File: src/rtl/limit_order_book_table_top_assert.svh
// Assertion macros used by the order book engine.
`ifndef LIMIT_ORDER_BOOK_TABLE_TOP_ASSERT_SVH
`define LIMIT_ORDER_BOOK_TABLE_TOP_ASSERT_SVH

// Same-cycle implication.
`define LOB_ASSERT_NOW(lbl, clk, rst_n, ante, cons, msg) \
    lbl: assert property (@(posedge clk) disable iff (!rst_n) (ante) |-> (cons)) \
        else $error(msg);

// Next-cycle implication.
`define LOB_ASSERT_NEXT(lbl, clk, rst_n, ante, cons, msg) \
    lbl: assert property (@(posedge clk) disable iff (!rst_n) (ante) |=> (cons)) \
        else $error(msg);

`endif

File: src/rtl/lob_pkg.sv
package lob_pkg;

    // command and result queue depth
    localparam int QDEPTH = 2;

    typedef struct packed {
        logic [1:0]  func;
        logic [31:0] order_id;
        logic        side;
        logic [31:0] price;
        logic [31:0] quantity;
        logic [4:0]  depth_levels;
    } t_in_item;

    typedef struct packed {
        logic [2:0]  status;
        logic        level_found;
        logic [31:0] level_price;
        logic [39:0] level_total;
        logic        last;
    } t_out_item;

    typedef enum logic [1:0] {
        OP_ADD,
        OP_CANCEL,
        OP_MODIFY,
        OP_DEPTH
    } t_op;

    // classified command handed from front to engine
    typedef struct packed {
        t_op         op;
        logic [31:0] order_id;
        logic        side;
        logic [31:0] price;
        logic [31:0] quantity;
        logic [4:0]  want;
    } t_cmd;

endpackage

File: src/rtl/lob_resq.sv
module lob_resq (
    input  logic               i_clk,
    input  logic               i_rst_n,
    input  logic               i_push,
    input  lob_pkg::t_out_item i_res,
    output logic               o_full,
    output lob_pkg::t_out_item o_res,
    output logic               o_empty,
    input  logic               i_pop
);
    import lob_pkg::*;

    localparam int QAW = (QDEPTH > 1) ? $clog2(QDEPTH) : 1;

    t_out_item      r_q [QDEPTH];
    logic [QAW-1:0] r_wp, r_rp;
    logic [QAW:0]   r_cnt;
    logic           wr, rd;

    assign o_full  = (r_cnt == (QAW+1)'(QDEPTH));
    assign o_empty = (r_cnt == '0);
    assign o_res   = r_q[r_rp];
    assign wr      = i_push && !o_full;
    assign rd      = i_pop && !o_empty;

    always_ff @(posedge i_clk) begin
        if (wr) begin
            r_q[r_wp] <= i_res;
        end
        if (!i_rst_n) begin
            r_wp  <= '0;
            r_rp  <= '0;
            r_cnt <= '0;
        end else begin
            if (wr) begin
                r_wp <= (r_wp == QAW'(QDEPTH-1)) ? '0 : r_wp + 1'b1;
            end
            if (rd) begin
                r_rp <= (r_rp == QAW'(QDEPTH-1)) ? '0 : r_rp + 1'b1;
            end
            r_cnt <= r_cnt + (QAW+1)'(wr) - (QAW+1)'(rd);
        end
    end

endmodule

File: config.mk
export PLATFORM = sky130hd
export DESIGN_NAME = lob_resq
export DESIGN_NICKNAME = d
export VERILOG_FILES = /design/src/rtl/limit_order_book_table_top_assert.svh /design/src/rtl/lob_pkg.sv /design/src/rtl/lob_resq.sv
export SDC_FILE = /design/constraint.sdc
export NUM_CORES = 1
export LEC_CHECK = 0
export ABC_AREA = 1
export BUFFER_PORTS_ARGS = -buffer_cell sky130_fd_sc_hd__buf_4
export CAP_MARGIN = 40
export CORE_ASPECT_RATIO = 0.7
export CORE_MARGIN = 2
export CORE_UTILIZATION = 56
export DETAILED_ROUTE_END_ITERATION = 8
export GPL_TIMING_DRIVEN = 0
export PLACE_DENSITY = 0.84
export SYNTH_ARGS = -nofsm -noshare
export SYNTH_HDL_FRONTEND = slang
export SYNTH_SLANG_ARGS = --single-unit
File: constraint.sdc
create_clock -name i_clk -period 7.1 [get_ports i_clk]
set_input_delay 0.355 -clock i_clk [delete_from_list [all_inputs] [get_ports i_clk]]
set_output_delay 0.355 -clock i_clk [all_outputs]
set_load 0.05 [all_outputs]
After elaboration in Yosys (flattened, before gate mapping)
Memory sizes are Yosys's and may differ from the RTL's. A register that Yosys moved wholly into a read port is not among the register bits.
Cells that the tools add are included.
Widths: inputs -> output; s select.
{"block": "op_classes", "n_addsub": 4, "mul": 0, "div": 0, "magnitude_cmp": 0, "eq_ne": 1, "shift": 0, "mux": 6, "bitwise_logic": 0, "n_reduce_logical": 5}
{"cell": "$mux 1", "count": 6}
{"cell": "$add 1x1->1 const B", "count": 2}
{"cell": "$add 2x1->2", "count": 1}
{"cell": "$eq 2x2->1 const B", "count": 1}
{"cell": "$logic_and 1x1->1", "count": 2}
{"cell": "$logic_not 1->1", "count": 2}
{"cell": "$logic_not 2->1", "count": 1}
{"cell": "$sub 2x1->2", "count": 1}
{"block": "totals", "register_bits": 4, "latchBits": 0, "ramBits": 154, "mem_bits_ro": 0, "in_bits": 81, "word_cells": 20, "n_memories": 1}
{"name": "r_q", "words": 2, "width": 77, "rd": 1, "rd_ports_with_merged_regs": 1, "write_ports": 1, "line": "lob_resq.sv:15", "source": "t_out_item r_q [QDEPTH];"}

Logic depth before layout (Yosys ltp)
Gate-level depths: netlist (run 1).
{"block": "logic_depth", "word_depth": 5, "depth_mapped": 11, "depth_no_buf": 11}

Worst setup path before layout (run 1)
No wires, ideal clock.
{"block": "synth_timing", "kind": "register to register", "start": "reg r_cnt[0]", "end": "mem r_q[0][0] (netlist bit) (enable)", "setup_time_ns": 0.512, "arrival_ns": 3.773, "slack_ns": 2.815, "path_stages_with_launch": 5, "n_path_buf": 0, "period_less_slack_ns": 4.285, "path_cell_list": "dfxtp_1 -> inv_1 -> nand2_1 -> nand2_1 -> nor2_1"}
{"block": "synth_between", "elab_chain_cells": 5}
{"item": "start: declaration", "line": "lob_resq.sv:17", "source": "logic [QAW:0] r_cnt;"}
{"item": "start signal: assignment", "line": "lob_resq.sv:41", "source": "r_cnt <= r_cnt + (QAW+1)'(wr) - (QAW+1)'(rd);"}
{"item": "$eq 2x2->1", "line": "lob_resq.sv:20", "source": "assign o_full = (r_cnt == (QAW+1)'(QDEPTH));"}
{"item": "$logic_not 1->1", "line": "lob_resq.sv:23", "source": "assign wr = i_push && !o_full;"}
{"item": "$logic_and 1x1->1", "line": "lob_resq.sv:23"}
{"item": "$mux 1", "line": "lob_resq.sv:27", "source": "if (wr) begin"}
{"item": "$mux 1 (not written as such)", "line": "lob_resq.sv:28", "source": "r_q[r_wp] <= i_res;"}
{"item": "end: declaration", "line": "lob_resq.sv:15"}
No other way between the ends.

==> flow_summary.json, run 1 <==
{
  "ant_nets": 0,
  "cpMostUsedCell": "buf_6",
  "finalClockSkew_ns": 0.0106,
  "grt_overflow": 0,
  "grt_pass1_vias": 3341,
  "utilization_pct": 76.9,
  "synth_cell_types": 13,
  "top_layer": "met4",
  "cts_setup_buffers": 0,
  "rsz0062_at_grt": "false",
  "routedWlPerCell_microns": 18.1,
  "ios": 160,
  "die_area_sq_mm": 0.0115,
  "endpoint_kind": "output port",
  "final_common_cell": "buf_4",
  "cts_sinks": 159,
  "fin_crit_ns": 2.08,
  "critical-path-slowest-cell": "dfxtp_1",
  "ctsHtreeMaxLevel": 4,
  "first_pass_iters": 4,
  "num_antenna_cells": 0,
  "synth.avg_cell_area_sq_um": 21.4,
  "yosysWarnings": 0,
  "status": "finished, final reports clean",
  "initialDrtViolationCount": 202,
  "nFillCells": 606,
  "p_per_area_mw_per_mm2": 410,
  "final_hold_viol_count": 0,
  "drc": 0,
  "clk_pin_slew_ns": 0.06,
  "finalPower_mw": 3.25,
  "numCtsBuffers": 17,
  "ys_seq_elements": 159,
  "synth_nets": 361,
  "fin_tns_setup_ns": 0,
  "grt_pass1_wl_microns": 16600,
  "netlist_area_sq_mm": 0.00594,
  "cp-start-kind": "register",
  "crit_chain": "buf_6 -> buf_6 -> buf_8 -> mux2_4 -> buf_4",
  "gr-usage-all-layers_pct": 19.6,
  "nets": 543,
  "hold_buffers": 0,
  "cts-resized-gates": 0,
  "dp_hpwl_microns": 7520,
  "required_ns": 6.74,
  "rows": 31,
  "routed_wl_microns": 10900,
  "tightestPinTransition_ns": 0.532,
  "slew_violations": 0,
  "ys_seq_area_share_pct": 79.5,
  "gp_congestion": 0.744,
  "grt_max_degree": 40,
  "drive_above_1_share_pct": 59.1,
  "cts_buffer_depth": 2,
  "met1Wirelength_microns": 4230,
  "setup.worst_path.class": "register to output port",
  "num_vias": 3097,
  "path_max_fanout": 10,
  "leakage_nw": 3.09,
  "io_buffers": 159,
  "ctsRootBufferMaster": "clkbuf_16",
  "place_inst": 573,
  "layout_common_cells": "buf_4 (159), edfxtp_1 (154), mux2_2 (47)",
  "start_util_pct": 57.6,
  "avgViaCountPerCell": 5.13,
  "drv_cap": 0,
  "die_height_microns": 90.2,
  "netlist_instances": 278,
  "ir_drop_v": 0.000264,
  "layoutNonFillerInstCount": 604,
  "tritoncts": "done",
  "antenna_found_initial": 0,
  "die_w_microns": 127,
  "max_freq_ghz": 0.482,
  "clkLatencyLatePin_ns": 0.41,
  "fin_crit_sh_pct": 29.2,
  "critical_path_arrival_ns": 1.72,
  "area_delta_synth_final_pct": 33.6,
  "slowest_delay_ns": 0.33,
  "setup_viol": 0,
  "core_area_sq_mm": 0.0103,
  "hold_path_class": "primary input to register",
  "route.met3.wl_microns": 1030,
  "wl_met2_microns": 5560,
  "relSlewSlack_pct": 64.6
}
[layer usage]
layer	vias up	GRT usage, %
li1	1443	-
met1	1513	21.8
met2	129	33.0
met3	12	9.58
met4	0	6.59
met5	-	0
[cells by family (layout without fill, tap and decap cells)]
family                   count (synthesis)  in the layout  synth area share [%]
AO/OA/AOI/OAI                            2              2                 0.169
adder cells (fa/ha/maj)                  2              2                 0.421
buffers and inverters                   18            212                  2.04
flip-flops                             159            159                  79.5
multiplexers                            77             77                  16.5
AND/OR/NAND/NOR                         20             20                  1.33
[cell usage after synthesis]
cell type / number / area share (%)
nor2_1: 8 / 0.51
mux2_4: 30 / 7.6
nand3_1: 3 / 0.25
inv_1: 9 / 0.57
buf_6: 2 / 0.38
ha_1: 2 / 0.42
buf_2: 4 / 0.34
dfxtp_1: 5 / 1.7
mux2_2: 47 / 8.9
edfxtp_1: 154 / 78
nand2_1: 9 / 0.57
buf_8: 3 / 0.76
a21oi_1: 2 / 0.17
[power by group]
group	internal (mW)	switching, mW	leakage, nW
Clock	0.475	0.335	0.252
Combinational	0.432	0.780	1.36
Sequential	1.19	0.0364	1.48
[worst max-delay path, delay by kind of cell (launching register included)]
| family | cells | cell delay (ns) |
|---|---|---|
| buf+inv | 4 | 0.67 |
| flops | 1 | 0.33 |
| mux | 1 | 0.31 |
[worst paths after layout]
check / depth (start not counted) / startpoint / to / slack, ns
setup reg to reg: 6 / r_cnt[0] / r_q[0][14] / 5.28
hold reg to reg: 2 / r_rp / register / 0.52
hold / removal: 1 / i_res[32] / r_q[1][32] / 0.13
setup / recovery: 5 / register / o_res[33] / 5.02
[final cells by class]
class / count / area, sq um / area share, %
clock inverters: 12 / 97.6 / 1.23
well taps: 132 / 165 / 2.08
multi-input cells: 101 / 1100 / 13.9
flip-flops and latches: 159 / 4720 / 59.5
repair buffers: 163 / 1290 / 16.2
plain buffers: 9 / 87.6 / 1.10
inverters: 9 / 36.3 / 0.457
clock buffers: 19 / 433 / 5.46
[sequential cells by signal (all words and copies together), names as in the netlist, named ones only]
name   count
r_cnt      2
r_q      154
r_rp       1
r_wp       1
[per-stage QoR]
step / area (sq um) / setup slack (ns) / hold slack [ns]
2_1_floorplan: 5940 / 2.81 / 0.448
3_3_place_gp: 7300 / 1.19 / 0.481
3_5_place_dp: 7400 / 5.26 / 0.513
4_1_cts: 7930 / 4.97 / 0.106
5_1_grt: 7930 / 4.96 / 0.106
6_report: 7930 / 5.02 / 0.128
No activity file was read; power rests on OpenSTA's default activity.
==> run 2, diff against run 1 <==
--- a/config.mk
+++ b/config.mk
@@ -10,10 +10,10 @@
 export CAP_MARGIN = 40
 export CORE_ASPECT_RATIO = 0.7
 export CORE_MARGIN = 2
-export CORE_UTILIZATION = 56
+export CORE_UTILIZATION = 47
 export DETAILED_ROUTE_END_ITERATION = 8
 export GPL_TIMING_DRIVEN = 0
-export PLACE_DENSITY = 0.84
+export PLACE_DENSITY = 0.75
 export SYNTH_ARGS = -nofsm -noshare
 export SYNTH_HDL_FRONTEND = slang
 export SYNTH_SLANG_ARGS = --single-unit
==> constraint.sdc (replaced) <==
create_clock -name i_clk -period 1.9 [get_ports i_clk]
set_input_delay 0.095 -clock i_clk [delete_from_list [all_inputs] [get_ports i_clk]]
set_output_delay 0.095 -clock i_clk [all_outputs]
set_load 0.05 [all_outputs]
==> run 2 against run 1 <==
Count of clock-buffer cells in the layout down 2; largest power group is now combinational cells; critical path depth unchanged; clock skew down 0.0015 ns; largest cell class unchanged; die area up 18%.
==> flow_summary.json, run 2 (same netlist as run 1, synthesis figures left out) <==
{
  "fin_crit_sh_pct": 96.2,
  "layout_common_cells": "buf_4 (166), edfxtp_1 (154), dlygate4sd3_1 (80)",
  "top_register": "r_q",
  "drive_above_1_share_pct": 52.6,
  "dp_hpwl_microns": 7600,
  "crit_chain": "buf_6 -> buf_6 -> buf_8 -> mux2_4 -> buf_4",
  "place_ws_ns": 0.0333,
  "final_area_sq_mm": 0.00891,
  "required_ns": 1.80,
  "critical-path-slowest-cell": "dfxtp_1",
  "start_util_pct": 48.0,
  "ir_drop_v": 0.000889,
  "grt_max_degree": 39,
  "nFillCells": 780,
  "grt_overflow": 0,
  "relSlewSlack_pct": 58.6,
  "rsz0062_at_grt": "false",
  "tritoncts": "done",
  "status": "finished, final reports clean",
  "die_w_microns": 138,
  "setup.worst_path.class": "register to output port",
  "routedWlPerCell_microns": 16.6,
  "tightestPinTransition_ns": 0.620,
  "ctsHtreeMaxLevel": 4,
  "gr-usage-all-layers_pct": 18.4,
  "largest_register_ffs": 154,
  "setup_viol": 0,
  "cts_sinks": 159,
  "cp-start-kind": "register",
  "nets": 631,
  "slowest_delay_ns": 0.32,
  "crit_buf_inv": 4,
  "worst_slack_ns": 0.0717,
  "antenna_found_initial": 0,
  "leakage_nw": 3.48,
  "finalPower_mw": 12.6,
  "critPathTopFamily": "buffers and inverters",
  "endpoint_kind": "output port",
  "largestRegisters": "r_q: 154 flops, r_cnt: 2 flops",
  "hold_path_class": "primary input to register",
  "die_area_sq_mm": 0.0136,
  "grt_pass1_wl_microns": 18900,
  "drc": 0,
  "grt_pass1_vias": 3753,
  "first_pass_iters": 4,
  "path_max_fanout": 10,
  "clk_pin_slew_ns": 0.06,
  "num_vias": 3393,
  "p_per_area_mw_per_mm2": 1410,
  "num_antenna_cells": 0,
  "drv_cap": 0,
  "placed_cell_area_sq_mm": 0.00749,
  "routed_wl_microns": 12000,
  "final_hold_viol_count": 0,
  "cts-resized-gates": 0,
  "ant_nets": 0,
  "fin_crit_ns": 1.83,
  "die_height_microns": 98.1,
  "cpMostUsedCell": "buf_6",
  "max_freq_ghz": 0.547,
  "finalClockSkew_ns": 0.00903,
  "clkLatencyLatePin_ns": 0.41,
  "numCtsBuffers": 17,
  "io_buffers": 159,
  "gp_congestion": 0.736,
  "slew_violations": 0,
  "cts_buffer_depth": 2,
  "final_common_cell": "buf_4",
  "area_delta_synth_final_pct": 50.0,
  "initialDrtViolationCount": 132,
  "core_area_sq_mm": 0.0124,
  "critical_path_arrival_ns": 1.73,
  "ios": 160,
  "rows": 34,
  "avgViaCountPerCell": 4.69,
  "ctsRootBufferMaster": "clkbuf_16"
}
-- run 2: final timing paths --
path / start / endpoint / slack (ns) / cells past startpoint
worst max-delay path: register / o_res[60] / 0.07 / 5
worst min-delay path: i_res[18] / r_q[0][18] / 0.41 / 2
worst max register to register: r_cnt[0] / r_q[1][11] / 0.12 / 5
worst min register to register: r_rp / register / 0.54 / 2
-- run 2: repair_timing --
item	CTS	global route
setup buffers	0	7
hold buffers	80	0
endpoints found under the hold margin	159	0
endpoints found under the setup margin	0	19
-- run 2: where the power goes --
group,internal [mW],leakage (nW),switching [mW]
combinational,1.80,1.74,3.00
clock,1.81,0.266,1.36
sequential,4.45,1.48,0.136
-- run 2: cell type report --
type | instances | area, sq um | area share (%)
multi-input cells | 101 | 1120 | 12.5
clock buffers | 17 | 425 | 4.78
repair buffers | 251 | 2180 | 24.4
inverters | 9 | 37.5 | 0.421
well taps | 162 | 203 | 2.28
clock inverters | 15 | 135 | 1.52
plain buffers | 9 | 87.6 | 0.983
flip-flops and latches | 159 | 4730 | 53.1
-- run 2: stage by stage --
stage | utilization (%) | setup TNS [ns] | instances | hold WS [ns]
after floorplan | - | -23.52 | 278 | 0.188
after global placement | 59.5 | -125.72 | 599 | 0.280
after detailed placement | 60.5 | 0 | 604 | 0.283
after CTS | 71.5 | 0 | 716 | 0.385
after global routing | 72.0 | 0 | 723 | 0.391
final | 72.0 | 0 | 723 | 0.406
-- run 2: layer usage --
| metal | global-route usage [%] | vias up | part of all wire, % |
|---|---|---|---|
| met1 | 20.5 | 1621 | 40 |
| met5 | 0 | - | 0 |
| met3 | 7.11 | 20 | 8.1 |
| met2 | 31.8 | 130 | 50 |
| met4 | 7.69 | 0 | 1.8 |
| li1 | - | 1622 | - |
