===== src/rtl/limit_order_book_table_top_assert.svh =====
// Assertion macros used by the order book engine.
`ifndef LIMIT_ORDER_BOOK_TABLE_TOP_ASSERT_SVH
`define LIMIT_ORDER_BOOK_TABLE_TOP_ASSERT_SVH

// Same-cycle implication.
`define LOB_ASSERT_NOW(lbl, clk, rst_n, ante, cons, msg) \
    lbl: assert property (@(posedge clk) disable iff (!rst_n) (ante) |-> (cons)) \
        else $error(msg);

// Next-cycle implication.
`define LOB_ASSERT_NEXT(lbl, clk, rst_n, ante, cons, msg) \
    lbl: assert property (@(posedge clk) disable iff (!rst_n) (ante) |=> (cons)) \
        else $error(msg);

`endif


===== src/rtl/lob_pkg.sv =====
package lob_pkg;

    // command and result queue depth
    localparam int QDEPTH = 2;

    typedef struct packed {
        logic [1:0]  func;
        logic [31:0] order_id;
        logic        side;
        logic [31:0] price;
        logic [31:0] quantity;
        logic [4:0]  depth_levels;
    } t_in_item;

    typedef struct packed {
        logic [2:0]  status;
        logic        level_found;
        logic [31:0] level_price;
        logic [39:0] level_total;
        logic        last;
    } t_out_item;

    typedef enum logic [1:0] {
        OP_ADD,
        OP_CANCEL,
        OP_MODIFY,
        OP_DEPTH
    } t_op;

    // classified command handed from front to engine
    typedef struct packed {
        t_op         op;
        logic [31:0] order_id;
        logic        side;
        logic [31:0] price;
        logic [31:0] quantity;
        logic [4:0]  want;
    } t_cmd;

endpackage


===== src/rtl/lob_front.sv =====
module lob_front (
    input  logic              i_clk,
    input  logic              i_rst_n,
    input  logic              i_push,
    input  lob_pkg::t_in_item i_item,
    output logic              o_full,
    input  logic              i_clearing,
    output lob_pkg::t_cmd     o_cmd,
    output logic              o_cmd_empty,
    input  logic              i_cmd_pop
);
    import lob_pkg::*;

    localparam int QAW = (QDEPTH > 1) ? $clog2(QDEPTH) : 1;
    localparam int MAX_DEPTH_OUT = 16;
    localparam logic [1:0] FUNC_ADD    = 2'd0;
    localparam logic [1:0] FUNC_CANCEL = 2'd1;
    localparam logic [1:0] FUNC_MODIFY = 2'd2;

    t_cmd           r_q [QDEPTH];
    logic [QAW-1:0] r_wp, r_rp;
    logic [QAW:0]   r_cnt;
    t_cmd           cls;
    logic           accept, take;

    // classify: decode function, clamp depth request
    always_comb begin
        cls.order_id = i_item.order_id;
        cls.side     = i_item.side;
        cls.price    = i_item.price;
        cls.quantity = i_item.quantity;
        cls.want     = (i_item.depth_levels > 5'(MAX_DEPTH_OUT)) ? 5'(MAX_DEPTH_OUT)
                                                                 : i_item.depth_levels;
        case (i_item.func)
            FUNC_ADD:    cls.op = OP_ADD;
            FUNC_CANCEL: cls.op = OP_CANCEL;
            FUNC_MODIFY: cls.op = OP_MODIFY;
            default:     cls.op = OP_DEPTH;
        endcase
    end

    assign o_full      = (r_cnt == (QAW+1)'(QDEPTH)) || i_clearing;
    assign o_cmd_empty = (r_cnt == '0);
    assign o_cmd       = r_q[r_rp];
    assign accept      = i_push && !o_full;
    assign take        = i_cmd_pop && !o_cmd_empty;

    always_ff @(posedge i_clk) begin
        if (accept) begin
            r_q[r_wp] <= cls;
        end
        if (!i_rst_n) begin
            r_wp  <= '0;
            r_rp  <= '0;
            r_cnt <= '0;
        end else begin
            if (accept) begin
                r_wp <= (r_wp == QAW'(QDEPTH-1)) ? '0 : r_wp + 1'b1;
            end
            if (take) begin
                r_rp <= (r_rp == QAW'(QDEPTH-1)) ? '0 : r_rp + 1'b1;
            end
            r_cnt <= r_cnt + (QAW+1)'(accept) - (QAW+1)'(take);
        end
    end

endmodule


===== config.mk =====
export PLATFORM = sky130hd
export DESIGN_NAME = lob_front
export DESIGN_NICKNAME = d
export VERILOG_FILES = /design/src/rtl/limit_order_book_table_top_assert.svh /design/src/rtl/lob_pkg.sv /design/src/rtl/lob_front.sv
export SDC_FILE = /design/constraint.sdc
export NUM_CORES = 1
export LEC_CHECK = 0
export BUFFER_PORTS_ARGS = -buffer_cell sky130_fd_sc_hd__clkbuf_2
export CAP_MARGIN = 20
export CORE_MARGIN = 2
export CORE_UTILIZATION = 52
export CTS_CLUSTER_DIAMETER = 30
export DETAILED_ROUTE_END_ITERATION = 16
export PLACE_DENSITY = 0.79
export SYNTH_ARGS = -nofsm -noshare
export SYNTH_HDL_FRONTEND = slang
export SYNTH_SLANG_ARGS = --single-unit

===== constraint.sdc =====
create_clock -name i_clk -period 8 [get_ports i_clk]
set_clock_uncertainty 0.1 [all_clocks]
set_input_delay 0.8 -clock i_clk [delete_from_list [all_inputs] [get_ports i_clk]]
set_output_delay 0.8 -clock i_clk [all_outputs]
set_load 0.05 [all_outputs]

======== Word-level counts from Yosys, hierarchy flattened ========
Memory sizes are Yosys's and may differ from the RTL's. A register that Yosys moved wholly into a read port is not among the register bits.
Index checks and enable logic that the tools add are counted.
word-level totals
  memories kept ........................... 1
  output and inout bits ................... 106
  RAM bits ................................ 208
  input port bits ......................... 109
  register bits ........................... 4
  logic and storage cells ................. 27
cells by class
  add/subtract/negate cells ............... 4
  reduce and logical (&&, ||, !) cells .... 7
  $lt $le $gt $ge ......................... 1
  multiplexer cells ....................... 8
  eq/ne operators ......................... 3
memory list
  memory  depth  bits a word  rd ports  clocked after Yosys merged registers in  write ports  line             source
  r_q     2      104          1         1                                        1            lob_front.sv:20  t_cmd r_q [QDEPTH];
operator list
  cell                   number
  $mux W1                6
  $pmux W2 S3            1
  $gt A5 B5 Y1 const B   1
  $mux W5                1
  $eq A2 B2 Y1 const B   2
  $logic_not A2 Y1       2
  $add A1 B1 Y1 const B  2
  $add A2 B1 Y2          1
  $eq A2 B1 Y1 const B   1
  $logic_and A1 B1 Y1    2
  $logic_not A1 Y1       2
  $sub A2 B1 Y2          1
  $logic_or A1 B1 Y1     1

======== Logic depth before layout (Yosys ltp) ========
Gate-level depths: netlist of run 1.
  depth after elaboration ................. 6
  depth in mapped cells ................... 8
  depth with buffers taken out ............ 8

======== Least setup slack after synthesis of run 1 ========
Ideal clock, no wire load.
  path kind ............................... input to register
  start point ............................. input i_clearing
  end point ............................... memory r_q[0][0] (netlist name), enable pin
  path slack .............................. 1.955 ns
  library setup time ...................... 0.568 ns
  path buffers ............................ 0
  arrival time ............................ 5.376 ns
  stages on the path ...................... 2
  data required time ...................... 7.332 ns
  cell sequence ........................... nand3b_1 -> nor2_1
between the ends
  cells in the longest elaborated chain, start to end .. 5
RTL lines
  what                           line             source
  from (decl)                    lob_front.sv:7   input logic i_clearing,
  $logic_or A1 B1 Y1             lob_front.sv:42  assign o_full = (r_cnt == (QAW+1)'(QDEPTH)) || i_clearing;
  $logic_not A1 Y1               lob_front.sv:45  assign accept = i_push && !o_full;
  $logic_and A1 B1 Y1            lob_front.sv:45
  $mux W1                        lob_front.sv:49  if (accept) begin
  $mux W1 (not written as such)  lob_front.sv:50  r_q[r_wp] <= cls;
  to (decl)                      lob_front.sv:20
No other way between the ends.

==> impl_metrics.ini, run 1 <==
[status]
status = finished clean

[global_routing]
antenna_found_initial = 0
grt_usage_pct = 17.1
grt_pass1_vias = 4306
grt_max_degree = 84
grt-ovfl-total = 0
grt_pass1_wl_mm = 21.3

[sta]
fin_crit_ns = 3.78
maxSlewViolCount = 0
tightest_slew_ns = 1.06
finalHoldViolCount = 0
rsz0062_at_grt = no
fin_crit_sh_pct = 47.2
slew-limit-headroom_pct = 29.3
timing.setup.tns_ns = 0
setup_ws_ns = 4.22
fmax_mhz = 265
finalSetupViolCount = 0

[clocking]
cts_buffer_depth = 3
numCtsBuffers = 34
clk_pin_slew_ns = 0.06
clkLatencyLatePin_ns = 0.48
htreeDepth = 2
cts-root-buf = clkbuf_16
cts_sinks = 213
cts_tree = built
cts_resized = 0
post_cts_buffers = 0
cts_hold_buf = 0

[final_layout]
syn_to_final_growth_pct = 30.2
drive_gt1_share_pct = 61.1
stdcell_count = 810
diodes = 0
finish.net_count = 707
nFillCells = 976
multi_input_area_sq_mm = 0.00157
final_area_sq_mm = 0.0105
seq_area_sq_mm = 0.00635

[drt]
postRouteAntennaNets = 0
drt-wirelength-per-cell_um = 17.9
drt_wl_total_mm = 14.5
drt-pass1-iter-count = 4
drt_iter0_drc = 255
vias = 4103
vias_per_cell = 5.07
route.detailed.drc = 0

[synth]
synth_most_common_cell = edfxtp_1
syn_area_sq_mm = 0.00803
synth.avg_cell_area_sq_um = 22.5
synth_edf_count = 208
ys_warn_count = 0
yosys.area.top_type_share_pct = 77.8
yosys_most_used_dff = edfxtp_1
synthTopCellsByCount = 208 x edfxtp_1, 60 x mux2_4, 44 x mux2_2
syn_nets = 468
synthArstFlopShare_pct = 0
synth_seq_cells = 213
synth_seq_area_share_pct = 79.0
syn_inst = 357
yosysTopAreaCell = edfxtp_1
synth_area_leaders = edfxtp_1 78%, mux2_4 11%, mux2_2 6.2%
ys_types = 19

[power]
leakage_nw = 4.10
max-vdd-ir-drop_mv = 0.274
power_density_mw_per_mm2 = 363

[floorplan]
ioPinCount = 215
floorplan.initialDensity_pct = 53.0
die_width_um = 128
core_area_sq_mm = 0.0151
die_h_um = 128
dieArea_sq_mm = 0.0165
row_count = 45

[run]
drv_cap = 0

[worst_setup_path]
crit_fanout = 56
worstPathArrival_ns = 2.88
endpoint_kind = output port
crit_required_ns = 7.10
cp-start-kind = flop
crit_type = reg -> out

[placement]
port_buffers = 214
placed_cells = 747
dp_hpwl_mm = 9.34
placed_cell_area_sq_mm = 0.00926
gp_congestion = 0.713
pre_cts_slack_ns = 4.59

[worst_hold_path]
hp-class = in -> reg
[per-layer routing]
layer / track usage [%] / routed length (um)
met1: 21.1 / 5860
met2: 28.1 / 7040
met3: 5.93 / 1310
met4: 6.27 / 293
met5: 0 / 0
[metrics by stage]
| stage | total power, mW | utilization (%) | hold WS (ns) |
|---|---|---|---|
| after global routing | 3.93 | 69.1 | 0.384 |
| final | 3.80 | 69.1 | 0.401 |
| after floorplan | 2.19 | - | 0.351 |
| after detailed placement | 2.36 | 61.1 | 0.407 |
| after global placement | 2.35 | 61.1 | 0.396 |
| after CTS | 3.84 | 68.9 | 0.382 |
[power by group]
part,total [mW],internal [mW],switching (mW)
Combinational,0.956,0.307,0.649
Clock,1.46,0.972,0.493
Sequential,1.38,1.32,0.0652
Total,3.80,2.60,1.21
[cell type report]
cell class,count,share of cell area (%)
Multi-Input combinational cell,127,15.0
Sequential cell,213,60.7
Tap cell,188,2.25
Timing Repair Buffer,218,10.7
Inverter,2,0.0718
Clock buffer,38,8.89
Clock inverter,24,2.39
[worst max-delay path, stage by stage (launching register included)]
cell      delay (ns)
dfxtp_4         0.96
buf_4           0.75
mux2_2          0.43
clkbuf_2        0.24
[path summary, 6_finish.rpt]
kind                            slack, ns           startpoint                    end  depth (start not counted)
worst max register to register       5.09  r_cnt[0]$_SDFF_PN0_   r_q[1][59]$_DFFE_PP_                          4
worst min-delay path                 0.40          i_item[103]  r_q[1][103]$_DFFE_PP_                          1
worst min register to register       0.42    r_wp$_SDFFE_PN0P_      r_wp$_SDFFE_PN0P_                          2
worst max-delay path                 4.22                 flop              o_cmd[11]                          3
[cell usage in the layout, fill, tap and decap left out, types with 3 or more instances in the layout]
| master | synthesis | routed |
|---|---|---|
| buf_4 | 0 | 3 |
| xnor2_1 | 3 | 3 |
| edfxtp_1 | 208 | 208 |
| dfxtp_1 | 5 | 4 |
| clkinv_2 | 0 | 4 |
| mux2_4 | 60 | 60 |
| clkbuf_2 | 0 | 214 |
| bufinv_16 | 0 | 4 |
| clkinvlp_4 | 0 | 4 |
| clkbuf_16 | 0 | 37 |
| nor2b_1 | 6 | 6 |
| clkinv_1 | 0 | 6 |
| mux2_2 | 44 | 44 |
[flip-flops by register name, summed over array words and instances, names as in the netlist, named ones only]
signal and cells:
r_wp 1, r_q 208, r_rp 1, r_cnt 2
[kinds of logic after synthesis]
family | count (synthesis) | share of synthesized area (%)
AO/OA/AOI/OAI | 1 | 0.0935
XOR/XNOR | 3 | 0.327
adder cells (fa/ha/maj) | 2 | 0.311
buffers and inverters | 17 | 1.65
flip-flops | 213 | 79.0
multiplexers | 105 | 17.5
AND/OR/NAND/NOR | 16 | 1.11
No activity file was read; power rests on OpenSTA's default activity.
==> run 2, diff against run 1 <==
--- a/config.mk
+++ b/config.mk
@@ -8,10 +8,10 @@
 export BUFFER_PORTS_ARGS = -buffer_cell sky130_fd_sc_hd__clkbuf_2
 export CAP_MARGIN = 20
 export CORE_MARGIN = 2
-export CORE_UTILIZATION = 52
+export CORE_UTILIZATION = 47
 export CTS_CLUSTER_DIAMETER = 30
 export DETAILED_ROUTE_END_ITERATION = 16
-export PLACE_DENSITY = 0.79
+export PLACE_DENSITY = 0.75
 export SYNTH_ARGS = -nofsm -noshare
 export SYNTH_HDL_FRONTEND = slang
 export SYNTH_SLANG_ARGS = --single-unit
==> constraint.sdc (replaced) <==
create_clock -name i_clk -period 3.2 [get_ports i_clk]
set_clock_uncertainty 0.1 [all_clocks]
set_input_delay 0.32 -clock i_clk [delete_from_list [all_inputs] [get_ports i_clk]]
set_output_delay 0.32 -clock i_clk [all_outputs]
set_load 0.05 [all_outputs]
==> impl_metrics.ini, run 2 (synthesized netlist as in run 1, its figures left out) <==
[status]
status = finished clean

[floorplan]
die_h_um = 135
dieArea_sq_mm = 0.0182
ioPinCount = 215
row_count = 47
core_area_sq_mm = 0.0166
floorplan.initialDensity_pct = 48.3
die_width_um = 135

[worst_setup_path]
endpoint_kind = output port
cp_slowest_stage_delay_ns = 0.62
critPathTopFamily = buffers and inverters
worstPathArrival_ns = 2.17
worst-path-buf-inv = 2
timing.rr.start = r_cnt[0]$_SDFF_PN0_
crit_required_ns = 2.78
cp_slowest_cell = buf_4
crit_type = reg -> out
r2r_slack_ns = 1.09
cp_cell_sequence = buf_4, mux2_2, clkbuf_2
cp-start-kind = flop
crit_fanout = 54
reg2reg_depth = 4
r2r_end = r_q[1][29]$_DFFE_PP_

[power]
swShare_pct = 32.2
max-vdd-ir-drop_mv = 0.668
clkPwrFrac_pct = 38.9
seqPwrFrac_pct = 34.3
power.share.combinational_pct = 26.8
leakage_nw = 4.54
p_int_mw = 6.64
p_sw_mw = 3.15
power_density_mw_per_mm2 = 844

[worst_hold_path]
holdPathStages = 2
hp-class = in -> reg
min_from = i_rst_n

[global_routing]
antenna_found_initial = 1
grt_usage_pct = 18.4
grt_pass1_vias = 5015
grt_max_degree = 105
grt_pass1_wl_mm = 25.7
grt-ovfl-total = 0

[sta]
fmax_mhz = 385
timing.setup.tns_ns = 0
finalHoldViolCount = 0
finalSetupViolCount = 0
setup_ws_ns = 0.605
rsz0062_at_grt = no
slew-limit-headroom_pct = 44.4
fin_crit_ns = 2.59
fin_crit_sh_pct = 81.1
maxSlewViolCount = 0
fin_hold_ws_ns = 0.0353
tightest_slew_ns = 0.834

[clocking]
cts_sinks = 213
cts-root-buf = clkbuf_16
clk_pin_slew_ns = 0.05
numCtsBuffers = 39
clkLatencyLatePin_ns = 0.49
cts_tree = built
cts_buffer_depth = 3
htreeDepth = 2
cts_resized = 0

[run]
drv_cap = 0

[drt]
drt-pass1-iter-count = 4
vias_per_cell = 4.84
postRouteAntennaNets = 0
route.detailed.drc = 0
drt_iter0_drc = 271
drt_wl_total_mm = 16.9
vias = 4604
drt-wirelength-per-cell_um = 17.7

[placement]
port_buffers = 214
dp_hpwl_mm = 9.30
pre_cts_slack_ns = 1.09
gp_congestion = 0.685

[final_layout]
finish.net_count = 813
largest_reg_flops = 208
nFillCells = 1036
final_common_cell = clkbuf_2
syn_to_final_growth_pct = 44.2
final_cell_mix = 214 x clkbuf_2, 208 x edfxtp_1, 100 x dlygate4sd3_1
reg_top3 = r_q (208), r_cnt (2)
drive_gt1_share_pct = 53.0
top_register = r_q
-- run 2: cell count changes in the layout (fill, tap and decap cells not counted), moves of 2 or more --
cell           before  now
buf_12              0    2
bufinv_16           4    2
clkbuf_1            1    3
clkbuf_16          37   41
clkinvlp_4          4    7
dlygate4sd3_1       0  100
inv_8               2    0
-- run 2: routing by layer --
metal	global-route usage, %	part of all wire (%)	up-vias
li1	-	-	2108
met1	21.1	39	2261
met2	32.9	51	209
met3	5.63	8.0	26
met4	5.91	1.6	0
met5	0	0	-
-- run 2: timing repair --
item / in CTS / in global routing
hold buffers: 100 / 0
buffers inserted: 0 / 0
endpoints found under the hold margin: 200 / 0
-- run 2: worst max path at each step --
stage                     depth (start not counted)                  end  slack, ns                 from
after floorplan                                   3  r_q[0][0]$_DFFE_PP_      -0.72  r_cnt[0]$_SDFF_PN0_
after global routing                              3             o_cmd[6]       0.51                 flop
after CTS                                         3             o_cmd[6]       0.56                 flop
after global placement                            3            o_cmd[87]       1.12                 flop
after detailed placement                          3             o_cmd[0]       1.09                 flop
final                                             3            o_cmd[98]       0.61                 flop
-- run 2: cell type report --
class,instances,area [sq um],share of cell area [%]
Sequential cell,213,6350,54.8
Inverter,2,7.51,0.0648
Tap cell,220,275,2.38
Clock buffer,44,1040,8.95
Antenna cell,1,2.50,0.0216
Multi-Input combinational cell,127,1570,13.5
Clock inverter,25,209,1.80
Timing Repair Buffer,319,2130,18.4
-- run 2: power groups by stage --
stage | sequential [mW] | combinational (mW) | clock, mW
5_1_grt | 3.37 | 2.74 | 4.01
2_1_floorplan | 3.40 | 2.07 | 0
4_1_cts | 3.35 | 2.63 | 3.86
3_3_place_gp | 3.39 | 2.49 | 0
3_5_place_dp | 3.40 | 2.52 | 0
6_report | 3.35 | 2.62 | 3.81
-- run 2: per-stage QoR --
step / cell area [sq um] / std cells / total power, mW / util (%)
floorplan: 8040 / 357 / 5.46 / -
global placement: 9340 / 781 / 5.88 / 56.1
detailed placement: 9340 / 781 / 5.92 / 56.1
CTS: 11600 / 950 / 9.85 / 69.6
global route: 11600 / 950 / 10.1 / 69.6
finish: 11600 / 951 / 9.78 / 69.6
==> run 3, diff against run 2 <==
==> constraint.sdc (replaced) <==
create_clock -name i_clk -period 2.2 [get_ports i_clk]
set_clock_uncertainty 0.1 [all_clocks]
set_input_delay 0.22 -clock i_clk [delete_from_list [all_inputs] [get_ports i_clk]]
set_output_delay 0.22 -clock i_clk [all_outputs]
set_load 0.05 [all_outputs]
==> impl_metrics.ini, run 3 (synthesized netlist as in run 1, its figures left out) <==
[worst_hold_path]
hp-class = in -> reg
holdPathEnd = r_q[0][1]$_DFFE_PP_
min_from = i_item[1]
holdPathStages = 2

[floorplan]
ioPinCount = 215
dieArea_sq_mm = 0.0182
core_area_sq_mm = 0.0166
floorplan.initialDensity_pct = 48.3
row_count = 47
die_h_um = 135
die_width_um = 135

[final_layout]
largest_reg_flops = 208
diodes = 0
stdcell_count = 958
finish.net_count = 822
drive_gt1_share_pct = 53.0
syn_to_final_growth_pct = 46.5
final_cell_mix = 208 x edfxtp_1, 196 x clkbuf_2, 103 x dlygate4sd3_1
final_common_cell = edfxtp_1
top_register = r_q
nFillCells = 1005
reg_top3 = r_q (208), r_cnt (2)

[drt]
postRouteAntennaNets = 0
drt_wl_total_mm = 16.6
vias = 4541
vias_per_cell = 4.74
drt-pass1-iter-count = 4
route.detailed.drc = 0
drt_iter0_drc = 196
drt-wirelength-per-cell_um = 17.3

[power]
leakage_nw = 4.63
power_density_mw_per_mm2 = 1210
p_sw_mw = 4.51
finalPower_mw = 14.3
p_int_mw = 9.75
max-vdd-ir-drop_mv = 0.824
swShare_pct = 31.6
seqPwrFrac_pct = 34.3
power.share.combinational_pct = 27.7
clkPwrFrac_pct = 38.0

[sta]
maxSlewViolCount = 0
fin_crit_sh_pct = 99.1
fin_crit_ns = 2.18
finalSetupViolCount = 0
finalHoldViolCount = 0
fin_hold_ws_ns = 0.0213
tightest_slew_ns = 0.364
slew-limit-headroom_pct = 75.7
fmax_mhz = 458
rsz0062_at_grt = yes

[placement]
gp_congestion = 0.673
placed_cells = 785
port_buffers = 214
dp_hpwl_mm = 9.70

[global_routing]
grt-ovfl-total = 0
grt_pass1_wl_mm = 25.4
antenna_found_initial = 0
grt_pass1_vias = 4932
grt_max_degree = 63
grt_usage_pct = 18.1

[clocking]
cts_buffer_depth = 3
cts_sinks = 213
clk_pin_slew_ns = 0.04
cts-root-buf = clkbuf_16
htreeDepth = 2
cts_tree = built
numCtsBuffers = 38
clkLatencyLatePin_ns = 0.47

[worst_setup_path]
reg2reg_depth = 8
worstPathArrival_ns = 1.86
crit_required_ns = 1.88
cp-start-kind = flop
timing.rr.start = r_cnt[0]$_SDFF_PN0_
r2r_slack_ns = 0.25
crit_fanout = 21
crit_type = reg -> out
r2r_end = r_cnt[1]$_SDFF_PN0_
endpoint_kind = output port

[status]
status = finished clean

[run]
drv_cap = 0
-- run 3: cell count changes in the layout (fill, tap and decap cells not counted), sizes merged --
cell	before	now
clkinvlp	7	1
clkinv	13	16
inv	5	6
bufinv	2	3
diode	1	0
buf	5	16
dlygate4sd3	100	103
clkbuf	258	252
bufbuf	0	1
-- run 3: layout make-up --
| type | instances | area [sq um] | share of cell area (%) |
|---|---|---|---|
| clock buffers | 43 | 991 | 8.42 |
| clock inverters | 24 | 219 | 1.86 |
| inverters | 2 | 7.51 | 0.0638 |
| multi-input cells | 127 | 1580 | 13.4 |
| flip-flops and latches | 213 | 6350 | 54.0 |
| well taps | 220 | 275 | 2.34 |
| repair buffers | 329 | 2340 | 19.9 |
-- run 3: what timing repair did --
| action | 4_1_cts | 5_1_grt |
|---|---|---|
| setup buffers | 2 | 0 |
| hold buffers | 103 | 0 |
| setup endpoints to repair | 88 | 12 |
| gates cloned | 1 | 0 |
| hold endpoints to repair | 209 | 0 |
| gates resized for setup | 14 | 5 |
-- run 3: routing by layer --
layer | GRT usage (%) | share of wire (%) | vias to the layer above
met1 | 21.0 | 38 | 2201
li1 | - | - | 2127
met4 | 7.25 | 2.4 | 0
met5 | 0 | 0 | -
met3 | 5.03 | 7.3 | 30
met2 | 31.9 | 52 | 183
-- run 3: stage by stage --
stage          TNS (ns)  util (%)  setup WS, ns  cell area, sq um
3_5_place_dp          0      56.7         0.250              9440
5_1_grt         -0.0806      70.7       -0.0377             11800
4_1_cts         -0.0193      70.7      -0.00770             11800
2_1_floorplan   -121.91         -        -0.586              8060
3_3_place_gp          0      56.7         0.326              9440
6_report              0      70.7        0.0188             11800
-- run 3: power groups by stage --
| stage | clock [mW] | combinational [mW] | sequential (mW) |
|---|---|---|---|
| 2_1_floorplan | 0 | 3.02 | 4.93 |
| 3_3_place_gp | 0 | 3.63 | 4.97 |
| 5_1_grt | 5.73 | 4.12 | 4.91 |
| 3_5_place_dp | 0 | 3.67 | 4.99 |
| 4_1_cts | 5.50 | 3.96 | 4.90 |
| 6_report | 5.42 | 3.95 | 4.90 |
-- run 3: worst max path at each step --
stage                   startpoint                  end  slack (ns)  cells past startpoint
6_report                      flop             o_cmd[5]        0.02                      3
5_1_grt                       flop             o_cmd[5]       -0.04                      3
4_1_cts                       flop             o_cmd[5]      -0.008                      3
3_5_place_dp   r_cnt[0]$_SDFF_PN0_  r_cnt[1]$_SDFF_PN0_        0.25                      8
3_3_place_gp   r_cnt[0]$_SDFF_PN0_  r_cnt[1]$_SDFF_PN0_        0.33                      8
2_1_floorplan  r_cnt[0]$_SDFF_PN0_  r_q[0][0]$_DFFE_PP_       -0.59                      3
-- run 3: worst max-delay path: stages, from the launching register on --
cell and delay (ns):
dfxtp_4 0.42, bufbuf_16 0.36, mux2_2 0.36, clkbuf_4 0.22
